**src/rtl/phi4msu_pkg.sv**
```systemverilog
`timescale 1ns / 1ps
// Shared widths and types of the phi^4 site update block.
// No dependencies.
package phi4msu_pkg;

	localparam int MODE_W     = 2;
	localparam int SITE_W     = 12;
	localparam int FIELD_W    = 16;
	localparam int THR_W      = 18;
	localparam int IN_DATA_W  = 64;
	localparam int OUT_DATA_W = 40;
	localparam int CFG_IDX_W  = 3;
	localparam int CFG_DATA_W = 16;

	// lattice extent after clamping; the width holds values up to 511
	localparam int EXT_W      = 9;
	// shared multiplier operand and product widths
	localparam int MUL_W      = 34;
	localparam int MUL_PW     = 2 * MUL_W;

	typedef struct packed {
		logic              done;
		logic [SITE_W-1:0] quo;
		logic [EXT_W-1:0]  rem;
	} div_res_t;

endpackage

```
**src/rtl/phi4msu_mul.sv**
```systemverilog
`timescale 1ns / 1ps
// Shared signed multiplier with a registered product.
// Uses phi4msu_pkg for operand widths.
module phi4msu_mul (
	input  logic                                   clk,
	input  logic signed [phi4msu_pkg::MUL_W-1:0]   op_a,
	input  logic signed [phi4msu_pkg::MUL_W-1:0]   op_b,
	output logic signed [phi4msu_pkg::MUL_PW-1:0]  prod
);
	import phi4msu_pkg::*;

	always_ff @(posedge clk) begin
		prod <= op_a * op_b;
	end

endmodule

```
**config.mk**
```make
export PLATFORM = sky130hd
export DESIGN_NAME = phi4msu_mul
export DESIGN_NICKNAME = d
export VERILOG_FILES = /design/src/rtl/phi4msu_pkg.sv /design/src/rtl/phi4msu_mul.sv
export SDC_FILE = /design/constraint.sdc
export NUM_CORES = 2
export LEC_CHECK = 0
export BUFFER_PORTS_ARGS = -buffer_cell sky130_fd_sc_hd__clkbuf_2
export CAP_MARGIN = 5
export CORE_MARGIN = 2
export CORE_UTILIZATION = 40
export DETAILED_ROUTE_END_ITERATION = 10
export SLEW_MARGIN = 20
export SYNTH_ARGS = -nofsm -noshare
export SYNTH_HDL_FRONTEND = slang
export SYNTH_SLANG_ARGS = --single-unit
```
**constraint.sdc**
```tcl
create_clock -name clk -period 21.7 [get_ports clk]
set_input_delay 4.34 -clock clk [delete_from_list [all_inputs] [get_ports clk]]
set_output_delay 4.34 -clock clk [all_outputs]
set_load 0.01 [all_outputs]
```
==> impl_metrics.tcl <==
set metrics [dict create \
    portion_of_synthesized_cell_area_occupied_by_the_leading_cell_type_pct 57.7 \
    critical_path.max_fanout 34 \
    sequential_cell_area_sq_mm 0.00136 \
    htree_num_levels 3 \
    post_cts_hold_buffer_count 0 \
    row_count 120 \
    grt_pass1_vias 33100 \
    register_with_the_most_flip_flops "prod" \
    tritoncts_clock_tree "yes" \
    grt_remaining_overflow 0 \
    detail_route.iter0.violations 1708 \
    dr.pass1.iters 5 \
    final_min_period_over_clock_period_pct 57.8 \
    post_drt_wl_per_cell_microns 19.6 \
    largest_buffer_count_on_any_clock_path 2 \
    total_wirelength_of_the_detailed_routed_design_microns 116000 \
    outcome "completed" \
    finalNetCount 6021 \
    post_synth.cell_area_avg_sq_um 9.45 \
    synth_cell_type_count 69 \
    initial_core_util_pct 40.2 \
    crit_arrival_ns 12.83 \
    die_outline_area_sq_mm 0.110 \
    synthesis.area_sq_mm 0.0430 \
    worstMarginPinSlew_ns 1.10 \
    timing.max_cap.violations 0 \
    async_reset_ff_share_pct 0 \
    top_regs "prod: 68 flops" \
    cts_buffers 9 \
    detail-route-antenna-nets 0 \
    setup_total_negative_slack_ns 0 \
    drc 0 \
    synth-main-ff-cell "dfxtp_1" \
    routed-via-count 29400 \
    edff_count_synth 0 \
    grt_util_all_layers_pct 22.4 \
    largest_register_ff_count 68 \
    worst_hold_path_type "in2reg" \
    die_h_microns 332 \
    global_route_wire_length_before_repair_microns 192000 \
    startpoint_type "primary input" \
    cp_data_required_time_ns 21.98 \
    seq_area_frac_synth_pct 3.16 \
    design.portCount 137 \
    maxSlewHeadroom_pct 26.4 \
    dp_hpwl_microns 90900 \
    unrepaired_setup_endpoints_after_global_routing "false" \
    area_used_by_multi_input_combinational_logic_sq_mm 0.0361 \
    setup.worst_path.end_class "flip-flop" \
    antenna_found_initial 10 \
    fillers 10600 \
    post_cts_resize_count 0 \
    grt_start_max_net_pins 35 \
    drv_slew 0 \
    fmaxAchievable_mhz 79.7 \
    final.min_clock_period_ns 12.55 \
    detail_route.vias_per_cell 4.97 \
    setup_cp_type "in2reg" \
    yosys_warnings 0 \
    cts.sinks 68 \
    post_synthesis_register_bit_count 68 \
    floorplan.die.width_microns 332 \
    synthesis.nets 6068 \
    post_cts.repair.setup_buffers 0 \
    clockRootBuffer "clkbuf_16" \
    syn_inst 4554 \
    clock_pin_slew_reported_for_the_worst_setup_and_hold_paths_after_clock_tree_synthesis_ns 0.07 \
    final_hold_viol_count 0 \
    place.port_buffers 136 \
    synthTopCellsByArea "fa_1 (58%), inv_1 (11%), and2_1 (9.0%), ha_1 (5.9%), nand2_1 (4.7%)" \
    setup_viol 0 \
    yosysTopAreaCell "fa_1" \
    synthToLayoutAreaGrowth_pct 4.82 \
    coreArea_sq_mm 0.107 \
    drive_above_1_share_pct 4.81 \
    gp_routability_congestion 0.893 \
]
[cell usage in the layout (no fill, tap or decap), types with 3 or more instances in the layout]
master     count
dfxtp_1       68
o211ai_1       3
a221oi_1       3
nor2_1        54
a21oi_1       61
o21ai_0       31
buf_4         34
inv_1       1231
o41ai_1        3
clkbuf_2     136
a21o_1        37
xor2_1        23
o21a_1         4
clkbuf_16      9
ha_1         204
nand2b_1      20
nand3_1       11
xnor2_1       56
diode_2        3
and2_1       621
a211oi_1       6
o41ai_2        3
nor3_1         5
or2_2          4
and3_2         3
fa_1        1241
nor2b_1        9
and3_1         5
o21ai_1        7
a31oi_1        7
nand4_1       11
o21bai_1      12
nand2_1      542
[final cells by class]
| type | instances | share of cell area [%] |
|---|---|---|
| Inverter | 1232 | 10.3 |
| Clock inverter | 5 | 0.0832 |
| Clock buffer | 10 | 0.530 |
| Sequential cell | 68 | 3.02 |
| Tap cell | 1403 | 3.89 |
| Antenna cell | 3 | 0.0166 |
| Multi-Input combinational cell | 3026 | 80.1 |
| Timing Repair Buffer | 170 | 2.08 |
[synth_stat cells (6+ instances only)]
| library cell | count |
|---|---|
| nor2_1 | 54 |
| a21o_1 | 37 |
| a21oi_1 | 61 |
| nor2b_1 | 9 |
| xnor2_1 | 56 |
| a31oi_1 | 7 |
| fa_1 | 1241 |
| o21ai_1 | 7 |
| nand3_1 | 11 |
| nand2_1 | 542 |
| clkbuf_1 | 214 |
| nand2b_1 | 20 |
| xor2_1 | 23 |
| and2_1 | 621 |
| o21ai_0 | 31 |
| dfxtp_1 | 68 |
| ha_1 | 204 |
| nand4_1 | 11 |
| o21bai_1 | 12 |
| inv_1 | 1231 |
| a211oi_1 | 6 |
[per-stage QoR]
stage	instance area [sq um]	std cells	hold slack [ns]	worst slack [ns]	util (%)
after global placement	44800	5899	4.73	8.80	41.9
final	45100	5917	4.61	9.15	42.2
after detailed placement	44800	5899	4.73	8.79	41.9
after CTS	45100	5914	4.58	9.21	42.2
after floorplan	43000	4554	4.47	9.87	-
after global routing	45100	5914	4.60	8.73	42.2
[routing by layer]
metal  vias up  part of all wire, %  track usage [%]
li1      12700                    -                -
met1     15600                   42             29.9
met2       922                   49             38.0
met3       202                  6.3             4.10
met4        12                  2.6             5.48
met5         -                0.069                0
[worst paths after layout]
check,cells past startpoint,to,startpoint
worst max-delay path,28,prod[67],op_a[33]
worst min-delay path,3,prod[0],op_a[0]
[worst max-delay path, stage by stage]
cell      delay (ns)
clkbuf_2        0.45
nand2_1         0.28
inv_1           0.11
fa_1            0.68
inv_1           0.15
fa_1            0.51
inv_1           0.06
fa_1            0.51
inv_1           0.06
fa_1            0.53
inv_1           0.06
fa_1            0.49
fa_1            0.51
fa_1            0.49
inv_1           0.05
fa_1            0.47
inv_1           0.04
ha_1            0.59
nand2_1         0.10
o21ai_1         0.34
or2_2           0.23
nor2b_1         0.16
or4_1           0.60
o21ai_4         0.32
a31oi_2         0.23
o21ai_0         0.21
a21oi_1         0.10
xnor2_1         0.12
[logic make-up (layout without fill, tap and decap cells)]
group | count (synthesis) | count (layout) | share of synthesized area, %
AO/OA/AOI/OAI | 206 | 206 | 3.35
AND/OR/NAND/NOR | 1296 | 1296 | 15.4
flip-flops | 68 | 68 | 3.16
buffers and inverters | 1460 | 1417 | 12.8
XOR/XNOR | 79 | 79 | 1.61
other | 0 | 3 | 0
adder cells (fa/ha/maj) | 1445 | 1445 | 63.7
Power is left out: the tool's default activity adds up to more than one toggle a clock period on the data nets, which glitch-free logic cannot reach.
