===== config.mk =====
export PLATFORM = sky130hd
export DESIGN_NAME = phi4msu_div
export DESIGN_NICKNAME = d
export VERILOG_FILES = /design/src/rtl/phi4msu_pkg.sv /design/src/rtl/phi4msu_div.sv
export SDC_FILE = /design/constraint.sdc
export NUM_CORES = 1
export LEC_CHECK = 0
export ABC_AREA = 1
export BUFFER_PORTS_ARGS = -buffer_cell sky130_fd_sc_hd__buf_2
export CAP_MARGIN = 10
export CORE_MARGIN = 2
export CORE_UTILIZATION = 35
export DETAILED_ROUTE_END_ITERATION = 10
export HOLD_SLACK_MARGIN = 0.05
export SYNTH_ARGS = -nofsm -noshare
export SYNTH_HDL_FRONTEND = slang
export SYNTH_SLANG_ARGS = --single-unit

===== constraint.sdc =====
create_clock -name clk -period 5.2 [get_ports clk]
set_input_delay 0 -clock clk [delete_from_list [all_inputs] [get_ports clk]]
set_output_delay 0 -clock clk [all_outputs]
set_load 0.01 [all_outputs]

===== src/rtl/phi4msu_pkg.sv =====
`timescale 1ns / 1ps
// Shared widths and types of the phi^4 site update block.
// No dependencies.
package phi4msu_pkg;

	localparam int MODE_W     = 2;
	localparam int SITE_W     = 12;
	localparam int FIELD_W    = 16;
	localparam int THR_W      = 18;
	localparam int IN_DATA_W  = 64;
	localparam int OUT_DATA_W = 40;
	localparam int CFG_IDX_W  = 3;
	localparam int CFG_DATA_W = 16;

	// lattice extent after clamping; the width holds values up to 511
	localparam int EXT_W      = 9;
	// shared multiplier operand and product widths
	localparam int MUL_W      = 34;
	localparam int MUL_PW     = 2 * MUL_W;

	typedef struct packed {
		logic              done;
		logic [SITE_W-1:0] quo;
		logic [EXT_W-1:0]  rem;
	} div_res_t;

endpackage


===== src/rtl/phi4msu_div.sv =====
`timescale 1ns / 1ps
// Restoring divider, one quotient bit a cycle: site index into x and t.
// Uses phi4msu_pkg for widths and the result struct.
module phi4msu_div (
	input  logic                            clk,
	input  logic                            arst_n,
	input  logic                            start,
	input  logic [phi4msu_pkg::SITE_W-1:0]  num,
	input  logic [phi4msu_pkg::EXT_W-1:0]   den,
	output phi4msu_pkg::div_res_t           res
);
	import phi4msu_pkg::*;

	localparam int CNT_W = $clog2(SITE_W);

	logic              run_q;
	logic              done_q;
	logic [CNT_W-1:0]  cnt_q;
	logic [SITE_W-1:0] num_q;
	logic [EXT_W-1:0]  rem_q;
	logic [EXT_W:0]    trial;
	logic              ge;

	assign trial = {rem_q, num_q[SITE_W-1]};
	assign ge    = trial >= {1'b0, den};

	always_ff @(posedge clk or negedge arst_n) begin
		if (!arst_n) begin
			run_q  <= 1'b0;
			done_q <= 1'b0;
			cnt_q  <= '0;
		end else begin
			done_q <= 1'b0;
			if (start) begin
				run_q <= 1'b1;
				cnt_q <= '0;
			end else if (run_q) begin
				cnt_q <= cnt_q + 1'b1;
				if (cnt_q == CNT_W'(SITE_W - 1)) begin
					run_q  <= 1'b0;
					done_q <= 1'b1;
				end
			end
		end
	end

	// shift the quotient bits in where the dividend bits leave
	always_ff @(posedge clk) begin
		if (start) begin
			num_q <= num;
			rem_q <= '0;
		end else if (run_q) begin
			num_q <= {num_q[SITE_W-2:0], ge};
			rem_q <= ge ? EXT_W'(trial - {1'b0, den}) : trial[EXT_W-1:0];
		end
	end

	assign res.done = done_q;
	assign res.quo  = num_q;
	assign res.rem  = rem_q;

endmodule


==> out/metrics.cfg <==
[status]
status=complete, no violations

[cts]
cts_root_buf=clkbuf_8
cts_made_buffers=3
post-cts-setup-buffers=0
cts_tree=built
clk_pin_slew_ns=0.10
htreeDepth=1
clk_latency_ns=0.27
clock-sinks=27
clockBufferDepth=2
cts_resized=0

[floorplanning]
fp.coreArea_um2=4790
num_rows=25
die_area_um2=5620
die_h_um=74.9
io_pins=46
start_util_pct=36.8
die_w_um=74.9

[power]
powerDensity_nw_per_um2=427
ir_drop_mv=0.169
combPwrFrac_pct=53.3
power_leakage_nw=1.24
power.switching_mw=0.405
seq_power_share_pct=34.1
pwr-share-clk_pct=12.6
power_mw=0.929
swShare_pct=43.5
p_int_mw=0.525

[worst_setup_path]
cp_max_fo=11
slowest_delay_ns=0.42
path_cells=inv_1 > ha_1 > inv_1 > fa_1 > nand4_1 > nand2_1 > nand2_2 > nand2_2 > nand2_1 > nand3_1 > nand2_1
path_class=reg -> reg
end_kind=register
worst_ep_required_time_ns=5.42
path_buf_inv=2
reg2reg_to=rem_q[6]
slowest_stage=fa_1
regToRegSetupSlack_ns=3.18
worstSetupStartpointType=register
r2r_start=num_q[11]
cp_common_cell=nand2_1
path_delay_family=simple AND/OR/NAND/NOR gates
arrival_ns=2.24
rr_worst_depth=11

[sta]
finalSetupViolCount=0
fin_crit_sh_pct=38.8
hold_violations=0
fmax_mhz=495
worst_slack_ns=3.18
rsz0062_at_grt=no
slew_headroom_pct=54.6
tightest_slew_ns=0.679
fin_setup_tns_ns=0
skew_ns=0.00948
slew_violations=0
fin_crit_ns=2.02
hold_ws_ns=0.0774

[hold_path]
hold_class=in -> async

[placement]
dp.final_hpwl_mm=2.92
gp_congestion=0.785
port_buffers=45
place_ws_ns=3.19

[routing]
drtAntennaViolNets=0
drt_first_pass_iters=4
viasPerCell=4.38
dr.first_iter.drc_count=42
drt-total-wl_mm=3.82
vias=1602
post_drt_wl_per_cell_um=10.4
drc=0

[logic_synthesis]
synth_top_area_share_pct=21.3
synthAdderAreaFrac_pct=8.24
syn_area_per_cell_um2=7.16
yosys-top-cells-area=nand2_1 (21%), edfxtp_1 (20%), dfxtp_1 (10%)
netlist_instances=246
ys_seq_area_share_pct=39.2
ys_warn_count=0
synth_nets=281
yosys.area_share.simple_pct=36.3
synth_largest_area_cell=nand2_1
synth-seq-cells=27
synth.area.mux_share_pct=0
syn_area_um2=1760
synth-compound-area-share_pct=3.05
ys_types=23
synth_top_family_by_area=simple AND/OR/NAND/NOR gates
synth-xor-area-share_pct=1.49

[global_route]
grt_max_degree=18
antenna_found_initial=0
grt_pass1_wl_mm=6.08
grt_pass1_vias=1335
grt-ovfl-total=0
grt_util_all_layers_pct=13.9

[cells_and_area]
antenna_cells=0
fin_nets=335
fillers=519
area_delta_synth_final_pct=23.6
drive_above_1_share_pct=19.4

[run]
cap_violations=0

[cell usage in the layout (no fill, tap or decap), types with 2 or more instances in the layout]
cell type and n:
nand2_1 100, buf_2 45, inv_1 39, nand3_1 25, dlygate4sd3_1 12, edfxtp_1 12
ha_1 10, nor2_1 9, dfxtp_1 9, dfrtp_1 6, a21oi_1 5, nand2_2 4
nand4_1 3, nor3_1 3, xnor2_1 3, clkbuf_8 3, nor2_2 2, a31oi_1 2
nand3_2 2
[flip-flops by register name (all words and copies together) (netlist names)]
name / count
done_q: 1
run_q: 1
cnt_q: 4
rem_q: 9
num_q: 12
[layout make-up]
cell class	instances	area (um2)	share of cell area, %
flip-flops and latches	27	691	31.7
multi-input cells	172	865	39.7
clock inverters	1	5.00	0.230
clock buffers	3	41.3	1.90
inverters	39	146	6.72
repair buffers	57	345	15.9
well taps	67	83.8	3.85
[power groups by stage]
stage | combinational (mW) | clock [mW] | sequential (mW)
2_1_floorplan | 0.366 | 0 | 0.332
3_3_place_gp | 0.486 | 0 | 0.324
3_5_place_dp | 0.488 | 0 | 0.323
4_1_cts | 0.497 | 0.120 | 0.319
5_1_grt | 0.566 | 0.128 | 0.325
6_report | 0.495 | 0.117 | 0.317
[layer usage]
metal / GRT usage [%] / share of wire, % / up-vias
met5: 0 / 0 / -
li1: - / - / 872
met2: 21.8 / 45 / 30
met3: 2.95 / 3.6 / 2
met1: 20.6 / 51 / 698
met4: 1.19 / 0.21 / 0
[worst max path at each step]
stage	start	to	slack (ns)	depth (start not counted)
2_1_floorplan	num_q[11]	num_q[0]	3.35	9
3_3_place_gp	num_q[11]	rem_q[6]	3.23	11
3_5_place_dp	num_q[11]	rem_q[6]	3.19	11
4_1_cts	num_q[11]	rem_q[6]	3.17	11
5_1_grt	num_q[11]	rem_q[7]	3.01	11
6_report	num_q[11]	rem_q[6]	3.18	11
[synthesized netlist by cell type, drive strengths merged]
library cell	number
a21oi	5
a22o	1
a31oi	2
buf	6
clkbuf	2
dfrtp	6
dfxtp	9
edfxtp	12
fa	1
ha	10
inv	39
nand2	104
nand3	27
nand4	3
nor2	11
nor2b	1
nor3	3
o21a	1
xnor2	3
[timing repair]
item,4_1_cts,5_1_grt
hold buffers,12,0
endpoints found under the hold margin,17,0
endpoints found under the setup margin,0,0
[logic make-up (layout without fill, tap and decap cells)]
kind of cell,count (synthesis),after routing
buffers and inverters,47,100
adders and majority gates,11,11
AOI/OAI and AO/OA,9,9
and+or+nand+nor,149,149
xor gates and xnor gates,3,3
DFF,27,27
[stage by stage]
step | utilization (%) | instance area, um2 | std cells
2_1_floorplan | - | 1760 | 246
3_3_place_gp | 42.0 | 2010 | 350
3_5_place_dp | 42.0 | 2010 | 350
4_1_cts | 45.5 | 2180 | 366
5_1_grt | 45.5 | 2180 | 366
6_report | 45.5 | 2180 | 366
(Power assumes the default switching activity.)
